**src/hdl/ubx_fb_pkg.sv**
```systemverilog
// Shared types and constants for the UBX frame builder.
`default_nettype none

package ubx_fb_pkg;

  localparam int unsigned MaxFrameDefault = 512;
  localparam int unsigned FrameOverhead   = 10;
  localparam int unsigned MaxResults      = 8;
  localparam int unsigned CntW            = $clog2(MaxResults + 1);

  localparam logic [7:0] SYNC_1 = 8'hB5;
  localparam logic [7:0] SYNC_2 = 8'h62;

  typedef enum logic {
    CMD_START   = 1'b0,
    CMD_PAYLOAD = 1'b1
  } cmd_e;

  typedef logic [CntW-1:0] cnt_t;

  typedef struct packed {
    logic [7:0] out_byte;
    logic       last_byte;
    logic       rejected;
  } res_t;

  typedef struct packed {
    res_t [MaxResults-1:0] entries;
    cnt_t                  count;
  } res_bundle_t;

endpackage

`default_nettype wire

```
**src/hdl/ubx_fb_core.sv**
```systemverilog
// Request register, frame state and single-pass result encoding.
`default_nettype none

module ubx_fb_core #(
  parameter int unsigned MaxFrame = ubx_fb_pkg::MaxFrameDefault
) (
  input  wire logic                    clk_i,
  input  wire logic                    rst_ni,
  input  wire logic                    in_valid_i,
  output      logic                    in_stall_o,
  input  wire logic                    command_i,
  input  wire logic [7:0]              msg_class_i,
  input  wire logic [7:0]              msg_id_i,
  input  wire logic [15:0]             payload_length_i,
  input  wire logic [7:0]              payload_byte_i,
  input  wire logic                    buf_free_i,
  output      logic                    load_o,
  output      ubx_fb_pkg::res_bundle_t res_o
);
  import ubx_fb_pkg::*;

  logic        req_valid_q, req_valid_d;
  logic        cmd_q;
  logic [7:0]  cls_q, id_q, pb_q;
  logic [15:0] len_q;

  logic [7:0]  sum_a_q, sum_a_d, sum_b_q, sum_b_d;
  logic [15:0] bytes_left_q, bytes_left_d;
  logic        frame_open_q, frame_open_d;

  logic        accept, consume, reject;
  logic [7:0]  a1, a2, a3, a4, b2, b3, b4, pa, pbs;
  res_bundle_t res;

  assign reject = (17'(len_q) + 17'(FrameOverhead)) > 17'(MaxFrame);

  always_comb begin
    a1  = cls_q;
    a2  = a1 + id_q;
    b2  = a1 + a2;
    a3  = a2 + len_q[7:0];
    b3  = b2 + a3;
    a4  = a3 + len_q[15:8];
    b4  = b3 + a4;
    pa  = sum_a_q + pb_q;
    pbs = sum_b_q + pa;
  end

  always_comb begin
    res          = '0;
    sum_a_d      = sum_a_q;
    sum_b_d      = sum_b_q;
    bytes_left_d = bytes_left_q;
    frame_open_d = frame_open_q;
    unique case (cmd_e'(cmd_q))
      CMD_START: begin
        frame_open_d = 1'b0;
        bytes_left_d = '0;
        if (reject) begin
          res.entries[0] = '{out_byte: 8'h00, last_byte: 1'b1, rejected: 1'b1};
          res.count      = cnt_t'(1);
        end else begin
          res.entries[0] = '{out_byte: SYNC_1, last_byte: 1'b0, rejected: 1'b0};
          res.entries[1] = '{out_byte: SYNC_2, last_byte: 1'b0, rejected: 1'b0};
          res.entries[2] = '{out_byte: cls_q, last_byte: 1'b0, rejected: 1'b0};
          res.entries[3] = '{out_byte: id_q, last_byte: 1'b0, rejected: 1'b0};
          res.entries[4] = '{out_byte: len_q[7:0], last_byte: 1'b0, rejected: 1'b0};
          res.entries[5] = '{out_byte: len_q[15:8], last_byte: 1'b0, rejected: 1'b0};
          sum_a_d = a4;
          sum_b_d = b4;
          if (len_q == 16'd0) begin
            res.entries[6] = '{out_byte: a4, last_byte: 1'b0, rejected: 1'b0};
            res.entries[7] = '{out_byte: b4, last_byte: 1'b1, rejected: 1'b0};
            res.count      = cnt_t'(8);
          end else begin
            res.count    = cnt_t'(6);
            bytes_left_d = len_q;
            frame_open_d = 1'b1;
          end
        end
      end
      CMD_PAYLOAD: begin
        if (frame_open_q) begin
          res.entries[0] = '{out_byte: pb_q, last_byte: 1'b0, rejected: 1'b0};
          sum_a_d      = pa;
          sum_b_d      = pbs;
          bytes_left_d = bytes_left_q - 16'd1;
          if (bytes_left_q == 16'd1) begin
            res.entries[1] = '{out_byte: pa, last_byte: 1'b0, rejected: 1'b0};
            res.entries[2] = '{out_byte: pbs, last_byte: 1'b1, rejected: 1'b0};
            res.count      = cnt_t'(3);
            frame_open_d   = 1'b0;
            bytes_left_d   = '0;
          end else begin
            res.count = cnt_t'(1);
          end
        end
      end
      default: res = '0;
    endcase
  end

  assign consume    = req_valid_q && ((res.count == '0) || buf_free_i);
  assign load_o     = req_valid_q && (res.count != '0) && buf_free_i;
  assign res_o      = res;
  assign in_stall_o = req_valid_q && !consume;
  assign accept     = in_valid_i && !in_stall_o;

  always_comb begin
    req_valid_d = req_valid_q;
    if (accept) begin
      req_valid_d = 1'b1;
    end else if (consume) begin
      req_valid_d = 1'b0;
    end
  end

  always_ff @(posedge clk_i or negedge rst_ni) begin
    if (!rst_ni) begin
      req_valid_q  <= 1'b0;
      sum_a_q      <= '0;
      sum_b_q      <= '0;
      bytes_left_q <= '0;
      frame_open_q <= 1'b0;
    end else begin
      req_valid_q <= req_valid_d;
      if (consume) begin
        sum_a_q      <= sum_a_d;
        sum_b_q      <= sum_b_d;
        bytes_left_q <= bytes_left_d;
        frame_open_q <= frame_open_d;
      end
    end
  end

  always_ff @(posedge clk_i) begin
    if (accept) begin
      cmd_q <= command_i;
      cls_q <= msg_class_i;
      id_q  <= msg_id_i;
      len_q <= payload_length_i;
      pb_q  <= payload_byte_i;
    end
  end

  a_open_has_bytes : assert property (@(posedge clk_i) disable iff (!rst_ni)
    frame_open_q |-> (bytes_left_q != 16'd0))
    else $error("open frame with no payload bytes left");

  a_closed_no_bytes : assert property (@(posedge clk_i) disable iff (!rst_ni)
    !frame_open_q |-> (bytes_left_q == 16'd0))
    else $error("closed frame with payload bytes left");

  a_reject_closes : assert property (@(posedge clk_i) disable iff (!rst_ni)
    (consume && (cmd_q == CMD_START) && reject) |=> !frame_open_q)
    else $error("rejected start left a frame open");

endmodule

`default_nettype wire

```
**src/hdl/ubx_fb_outbuf.sv**
```systemverilog
// Result buffer that delivers the bytes of one request one per cycle unless stalled.
`default_nettype none

module ubx_fb_outbuf (
  input  wire logic                    clk_i,
  input  wire logic                    rst_ni,
  input  wire logic                    load_i,
  input  wire ubx_fb_pkg::res_bundle_t res_i,
  output      logic                    buf_free_o,
  output      logic                    out_valid_o,
  input  wire logic                    out_stall_i,
  output      logic [7:0]              out_byte_o,
  output      logic                    last_byte_o,
  output      logic                    rejected_o
);
  import ubx_fb_pkg::*;

  res_t [MaxResults-1:0] entries_q;
  cnt_t                  count_q, count_d;
  logic                  out_take;

  assign out_valid_o = count_q != '0;
  assign out_take    = out_valid_o && !out_stall_i;
  assign buf_free_o  = (count_q == '0) || (out_take && (count_q == cnt_t'(1)));
  assign out_byte_o  = entries_q[0].out_byte;
  assign last_byte_o = entries_q[0].last_byte;
  assign rejected_o  = entries_q[0].rejected;

  always_comb begin
    count_d = count_q;
    if (load_i) begin
      count_d = res_i.count;
    end else if (out_take) begin
      count_d = count_q - cnt_t'(1);
    end
  end

  always_ff @(posedge clk_i or negedge rst_ni) begin
    if (!rst_ni) begin
      count_q <= '0;
    end else begin
      count_q <= count_d;
    end
  end

  always_ff @(posedge clk_i) begin
    if (load_i) begin
      entries_q <= res_i.entries;
    end else if (out_take) begin
      for (int k = 0; k < MaxResults - 1; k++) begin
        entries_q[k] <= entries_q[k+1];
      end
    end
  end

  a_reject_alone : assert property (@(posedge clk_i) disable iff (!rst_ni)
    (out_valid_o && rejected_o) |-> (last_byte_o && (count_q == cnt_t'(1))))
    else $error("rejection result is not a lone final result");

  a_load_fills : assert property (@(posedge clk_i) disable iff (!rst_ni)
    load_i |=> (count_q != '0))
    else $error("load left the buffer empty");

  a_drain_empties : assert property (@(posedge clk_i) disable iff (!rst_ni)
    (out_take && (count_q == cnt_t'(1)) && !load_i) |=> (count_q == '0))
    else $error("buffer did not empty after its final result");

endmodule

`default_nettype wire

```
**src/hdl/ubx_frame_builder.sv**
```systemverilog
// UBX frame builder top level: request register, encoder and result buffer.
// Each request is registered, encoded in one pass and loaded whole into an
// eight-entry result buffer that hands out one byte per cycle on the output
// port while the output is not stalled. A payload request yields one byte
// (three on the last payload byte, which adds the two checksum bytes), so
// payload bytes stream at one per cycle when the output is not stalled. A
// start request yields six header bytes, eight when the length is zero, or
// one rejection result when length plus ten exceeds MaxFrame; the output
// port's one byte per cycle sets how long it occupies the buffer, and the
// next request is taken while the last byte of the previous one leaves. A
// payload request with no open frame yields nothing and is consumed unloaded.
`default_nettype none

module ubx_frame_builder #(
  parameter int unsigned MaxFrame = ubx_fb_pkg::MaxFrameDefault
) (
  input  wire logic        clk_i,
  input  wire logic        rst_ni,
  input  wire logic        in_valid_i,
  output      logic        in_stall_o,
  input  wire logic        command_i,
  input  wire logic [7:0]  msg_class_i,
  input  wire logic [7:0]  msg_id_i,
  input  wire logic [15:0] payload_length_i,
  input  wire logic [7:0]  payload_byte_i,
  output      logic        out_valid_o,
  input  wire logic        out_stall_i,
  output      logic [7:0]  out_byte_o,
  output      logic        last_byte_o,
  output      logic        rejected_o
);
  import ubx_fb_pkg::*;

  logic        buf_free, load;
  res_bundle_t res;

  ubx_fb_core #(
    .MaxFrame(MaxFrame)
  ) u_core (
    .clk_i           (clk_i),
    .rst_ni          (rst_ni),
    .in_valid_i      (in_valid_i),
    .in_stall_o      (in_stall_o),
    .command_i       (command_i),
    .msg_class_i     (msg_class_i),
    .msg_id_i        (msg_id_i),
    .payload_length_i(payload_length_i),
    .payload_byte_i  (payload_byte_i),
    .buf_free_i      (buf_free),
    .load_o          (load),
    .res_o           (res)
  );

  ubx_fb_outbuf u_outbuf (
    .clk_i      (clk_i),
    .rst_ni     (rst_ni),
    .load_i     (load),
    .res_i      (res),
    .buf_free_o (buf_free),
    .out_valid_o(out_valid_o),
    .out_stall_i(out_stall_i),
    .out_byte_o (out_byte_o),
    .last_byte_o(last_byte_o),
    .rejected_o (rejected_o)
  );

endmodule

`default_nettype wire
```
**config.mk**
```make
export PLATFORM = sky130hd
export DESIGN_NAME = ubx_frame_builder
export DESIGN_NICKNAME = d
export VERILOG_FILES = /design/src/hdl/ubx_fb_pkg.sv /design/src/hdl/ubx_fb_core.sv /design/src/hdl/ubx_fb_outbuf.sv /design/src/hdl/ubx_frame_builder.sv
export SDC_FILE = /design/constraint.sdc
export NUM_CORES = 1
export LEC_CHECK = 0
export BUFFER_PORTS_ARGS = -buffer_cell sky130_fd_sc_hd__buf_4
export CORE_ASPECT_RATIO = 0.6
export CORE_MARGIN = 2
export CORE_UTILIZATION = 60
export DETAILED_ROUTE_END_ITERATION = 6
export PLACE_DENSITY = 0.75
export SLEW_MARGIN = 20
export SYNTH_ARGS = -nofsm -noshare
export SYNTH_HDL_FRONTEND = slang
export SYNTH_SLANG_ARGS = --single-unit
```
**constraint.sdc**
```tcl
create_clock -name clk_i -period 7.8 [get_ports clk_i]
set_input_delay 1.17 -clock clk_i [delete_from_list [all_inputs] [get_ports clk_i]]
set_output_delay 1.17 -clock clk_i [all_outputs]
set_load 0.02 [all_outputs]
```
## Word-level counts from Yosys, hierarchy flattened

Index checks and enable logic that the tools add are counted.

| word-level totals | value |
|---|---|
| register bits after elaboration | 159 |
| latch bits | 0 |
| bits in writable memories | 0 |
| memory bits (read-only) | 0 |
| input bits | 45 |
| output and inout port bits | 12 |
| logic and storage cells | 107 |
| memories | 0 |

| operators by class | value |
|---|---|
| $add $sub $neg | 11 |
| multiply operators | 0 |
| div/mod/pow operators | 0 |
| magnitude comparators | 1 |
| equality and inequality tests | 4 |
| shift-type cells | 0 |
| multiplexer cells | 31 |
| bitwise operators | 2 |
| reductions and logical operators | 23 |

Operators with widths:

| operator | number |
|---|---|
| $mux 70 | 2 |
| $pmux 34 s2 | 1 |
| $add 8x8->8 | 8 |
| $mux 16 | 4 |
| $mux 60 | 1 |
| $mux 40 | 1 |
| $mux 34 | 1 |
| $mux 8 | 4 |
| $pmux 16 s2 | 1 |
| $pmux 8 s2 | 2 |
| $mux 20 | 1 |
| $add 16x4->17 const B | 1 |
| $gt 17x10->1 const B | 1 |
| $eq 16x1->1 const B | 1 |
| $logic_not 16->1 | 1 |
| $sub 16x1->16 const B | 1 |
| $mux 14 | 1 |
| $mux 12 | 1 |
| $mux 4 | 3 |
| $logic_not 4->1 | 2 |
| $reduce_bool 4->1 | 2 |
| $logic_and 1x1->1 | 7 |
| $mux 1 | 6 |
| $eq 4x1->1 const B | 1 |
| 12 further kinds | 18 |

## Logic depth before layout (Yosys ltp)

| depth | value |
|---|---|
| word-level depth | 14 |
| gate-level depth with buffers | 25 |
| depth with buffers taken out | 25 |

## Modules after synthesis

From an unflattened synthesis, not the netlist that was laid out.

| second synthesis, totals | value |
|---|---|
| cells, all modules | 813 |
| area total of the unflattened synthesis | 9381.5 um^2 |

By module, submodules not included:

| module | instances | cells each | area each (um^2) | sequential area each (um^2) |
|---|---|---|---|---|
| ubx_fb_core | 1 | 616 | 5784.3 | 2082.0 |
| ubx_fb_outbuf | 1 | 197 | 3597.2 | 2502.4 |

## Worst setup path before layout

OpenSTA, ideal clock, no wires.

| timing path | value |
|---|---|
| kind | flip-flop to flip-flop |
| start point | reg u_core.cls_q[0] (netlist: u_core.a1[0]) |
| end point | reg u_outbuf.entries_q[79] (netlist bit), data pin |
| library setup time | 0.266 ns |
| arrival time | 5.368 ns |
| path slack | 2.166 ns |
| cell stages (with the launch flop) | 23 |
| period minus slack after synthesis | 5.634 ns |
| path through | edfxtp_1 ha_1 inv_1 fa_1 inv_1 fa_1 a21o_1 a21oi_1 o21bai_1 a21oi_1 xnor2_1 ha_1 inv_1 or4_1 o311ai_0 fa_1 fa_1 ha_1 a21oi_1 o21ai_0 xnor2_1 xnor2_1 nor2_1 |

| on the way | value |
|---|---|
| cells in the longest elaborated chain, start to end | 4 |

RTL lines:

| item | line | RTL |
|---|---|---|
| start: declaration | ubx_fb_core.sv:24 | `logic [7:0] cls_q, id_q, pb_q;` |
| start signal: assignment | ubx_fb_core.sv:139 | `cls_q <= msg_class_i;` |
| $add 8x8->8 | ubx_fb_core.sv:39 | `a2 = a1 + id_q;` |
| $add 8x8->8 (on tied branches) | ubx_fb_core.sv:40, ubx_fb_core.sv:41 |  |
| $add 8x8->8 (on tied branches) | ubx_fb_core.sv:42, ubx_fb_core.sv:43 |  |
| $add 8x8->8 (*) | ubx_fb_core.sv:44 | `b4 = b3 + a4;` |
| end signal: assignment | ubx_fb_outbuf.sv:48 | `entries_q <= res_i.entries;` |
| end signal: indexed assignment | ubx_fb_outbuf.sv:51 | `entries_q[k] <= entries_q[k+1];` |
| end: declaration | ubx_fb_outbuf.sv:18 | `res_t [MaxResults-1:0] entries_q;` |

Every way passes the cells marked *; elsewhere a longest branch is shown, timed or not.
A chain may end at the register's enable or synchronous reset.

## Final worst setup path

Ends and elaborated chain as after synthesis.

==> summary.txt <==
Synth top area share: 39.6%
CTS Hold Bufs: 0
fill count: 1013
diode count: 0
P&R area growth vs syn: 13.5%
CP arrival: 6.25 ns
Setup Skew: 0.0138 ns
final setup vio count: 0
H-Tree Depth: 4
status: finished clean
RSZ-0062 raised after global routing: no
Skew-Pair Late Insertion Delay: 0.43 ns
FP Rows: 33
top-count cell post-synth: edfxtp_1
nets: 952
max frequency: 0.164 GHz
Post-synth EDFFs: 114
CTS tree: built
routed vias: 6420
initial antenna violation count: 0
CTS Buffer Depth: 2
critical path type: flip-flop to flip-flop
sequential fraction of the synthesis area: 50.7%
number of distinct library cells after synthesis: 60
die area: 0.0154 mm2
Cells after Synth: 795
number of routed nets with antenna violations: 0
Vias per Instance: 6.14
DRT iter0 DRCs: 677
clock buffer count from CTS: 17
Starting Density: 62.2%
Post-synth top cells: edfxtp_1, nand2_1, nor2_1
HP Start: u_core.sum_a_q[4]
r2r endpoint: u_outbuf.entries_q[79]
Hold/Removal Path Class: flip-flop to flip-flop
num ports: 57
Die Y: 96.9 um
Slew Limit Fails: 0
Least-Margin Pin Slew: 0.946 ns
Worst slew margin: 36.9%
post-synth top area cell: edfxtp_1
post-DP HPWL: 15500 um
post-CTS setup buffer count: 0
Finished Core Util: 70.7%
vias in the first global route: 6322
share of layout cells above drive strength 1: 12.6%
clk root buf: clkbuf_16
Final Cycle Share: 78.2%
Register-to-Register Path Depth: 24
clk sinks: 152
TNS Setup: 0 ns
Clk pin slew, worst setup/hold paths: 0.07 ns
crit path time final: 6.10 ns
GRT Total Usage: 29.7%
CORE AREA: 0.0139 mm2
R2R Setup Slk: 1.70 ns
first-pass GRT wire length: 34800 um
Netlist Area Pre-Place: 0.00864 mm2
TritonRoute pass-1 iters: 7
Synth Flop Type: edfxtp_1
DRC violations left: 0
Die W: 159 um
total wire length: 22100 um
RD Place Congestion: 0.897
cts repair resizes: 0
Synthesized Nets: 906
largest cells by area after synthesis: edfxtp_1, dfrtp_1, ha_1, fa_1, nand2_1
FF+latch count, synth: 152
critical path launch point type: flip-flop
CP Data Required Time: 7.95 ns
routed length per instance: 21.2 um
reg2reg start: u_core.a1[0]
Hold Violations, Final: 0
Synth async-reset ratio: 25.0%
CP Max Fanout: 4
pin count of the biggest net entering global routing: 58
Mean Syn Cell Area: 10.9 um2
Hold Path End: u_core.sum_a_q[4]
element type at the critical path end: flip-flop
Hold Path Cell Cnt: 1
Max Cap Violations: 0
GRT overflow: 0
Ys Warns: 0
I/O Buffers: 56
## cells by family after synthesis
group | Yosys count | synth area share (%)
simple gates | 239 | 13.2
compound gates | 193 | 14.4
flops | 152 | 50.7
buf+inv | 82 | 4.11
fa+ha+maj | 66 | 11.1
xor+xnor | 56 | 5.68
mux | 7 | 0.840
## layout by cell type, fill, tap and decap left out, types with 6 or more instances in the layout
master,netlist,layout
o22ai_1,7,6
edfxtp_1,114,114
buf_4,9,64
o21a_1,7,7
o211ai_1,10,10
nand2b_1,10,10
a21o_1,13,13
and3_1,6,6
o2bb2ai_1,7,7
and2_1,16,16
nor2_1,59,59
dfrtp_1,38,38
o31ai_1,10,10
xnor2_1,34,34
or3_1,6,6
nor4_1,7,7
nor3_1,8,8
a22o_1,8,8
ha_1,48,48
fa_1,18,18
xor2_1,22,22
nand3_1,12,12
nor2b_1,9,8
a21oi_1,49,49
clkbuf_16,0,17
o21ai_0,46,46
nand2_1,84,83
inv_1,42,42
## worst max-delay path by stage
stage	from	to	slack, ns	cells past startpoint
finish	u_core.a1[0]	u_outbuf.entries_q[79]	1.70	24
global route	u_core.a1[0]	u_outbuf.entries_q[79]	1.25	24
CTS	u_core.a1[0]	u_outbuf.entries_q[79]	1.67	23
detailed placement	u_core.a1[0]	u_outbuf.entries_q[79]	1.73	24
global placement	u_core.a1[0]	u_outbuf.entries_q[79]	1.87	24
floorplan	u_core.a1[0]	u_outbuf.entries_q[79]	2.17	22
## cell type report
cell class              count  area, um2  area share, %
well taps                 192        240           2.45
flip-flops and latches    152       4370           44.6
multi-input cells         561       3940           40.2
clock buffers              18        429           4.38
clock inverters            14        156           1.59
inverters                  44        165           1.68
repair buffers             65        500           5.10
## per-layer routing
metal / track usage [%] / routed length (um) / part of all wire, %
met3: 9.09 / 2460 / 11
met4: 9.23 / 442 / 2.0
met2: 43.1 / 9460 / 43
met1: 43.1 / 9770 / 44
met5: 0 / 0 / 0
## state kept, by name, summed over array words and instances, names as in the netlist
register	count
u_outbuf.entries_q	63
u_outbuf.last_byte_o	1
u_outbuf.rejected_o	1
u_core.a1	8
u_core.id_q	8
u_outbuf.out_byte_o	8
u_core.cmd_q	1
u_core.pb_q	8
u_core.sum_a_q	8
u_core.req_valid_q	1
u_core.frame_open_q	1
u_outbuf.count_q	4
u_core.bytes_left_q	16
u_core.len_q	16
u_core.sum_b_q	8
## stage by stage
stage | cell area [um2] | setup slack [ns] | instances | hold slack [ns]
3_5_place_dp | 9200 | 1.73 | 1013 | 0.493
4_1_cts | 9790 | 1.67 | 1045 | 0.511
5_1_grt | 9810 | 1.25 | 1046 | 0.536
3_3_place_gp | 9200 | 1.87 | 1013 | 0.483
6_report | 9810 | 1.70 | 1046 | 0.512
2_1_floorplan | 8640 | 2.17 | 795 | 0.471
## critical path, cell delays in order, from the launching register on
cell      delay [ns]
edfxtp_1        0.38
ha_1            0.21
inv_1           0.07
fa_1            0.45
nor2b_1         0.12
o21ai_0         0.08
nand2b_1        0.11
xor2_1          0.34
ha_1            0.35
inv_1           0.07
o21bai_1        0.07
a21oi_1         0.17
xnor2_1         0.15
ha_1            0.35
inv_1           0.08
or4_1           0.51
o311ai_0        0.23
fa_1            0.56
fa_1            0.47
ha_1            0.35
a21oi_1         0.14
o21ai_0         0.11
xnor2_1         0.20
xnor2_1         0.17
nor2_1          0.06
Power is left out: the tool's default activity adds up to more than one toggle a clock period on the data nets, which glitch-free logic cannot reach.
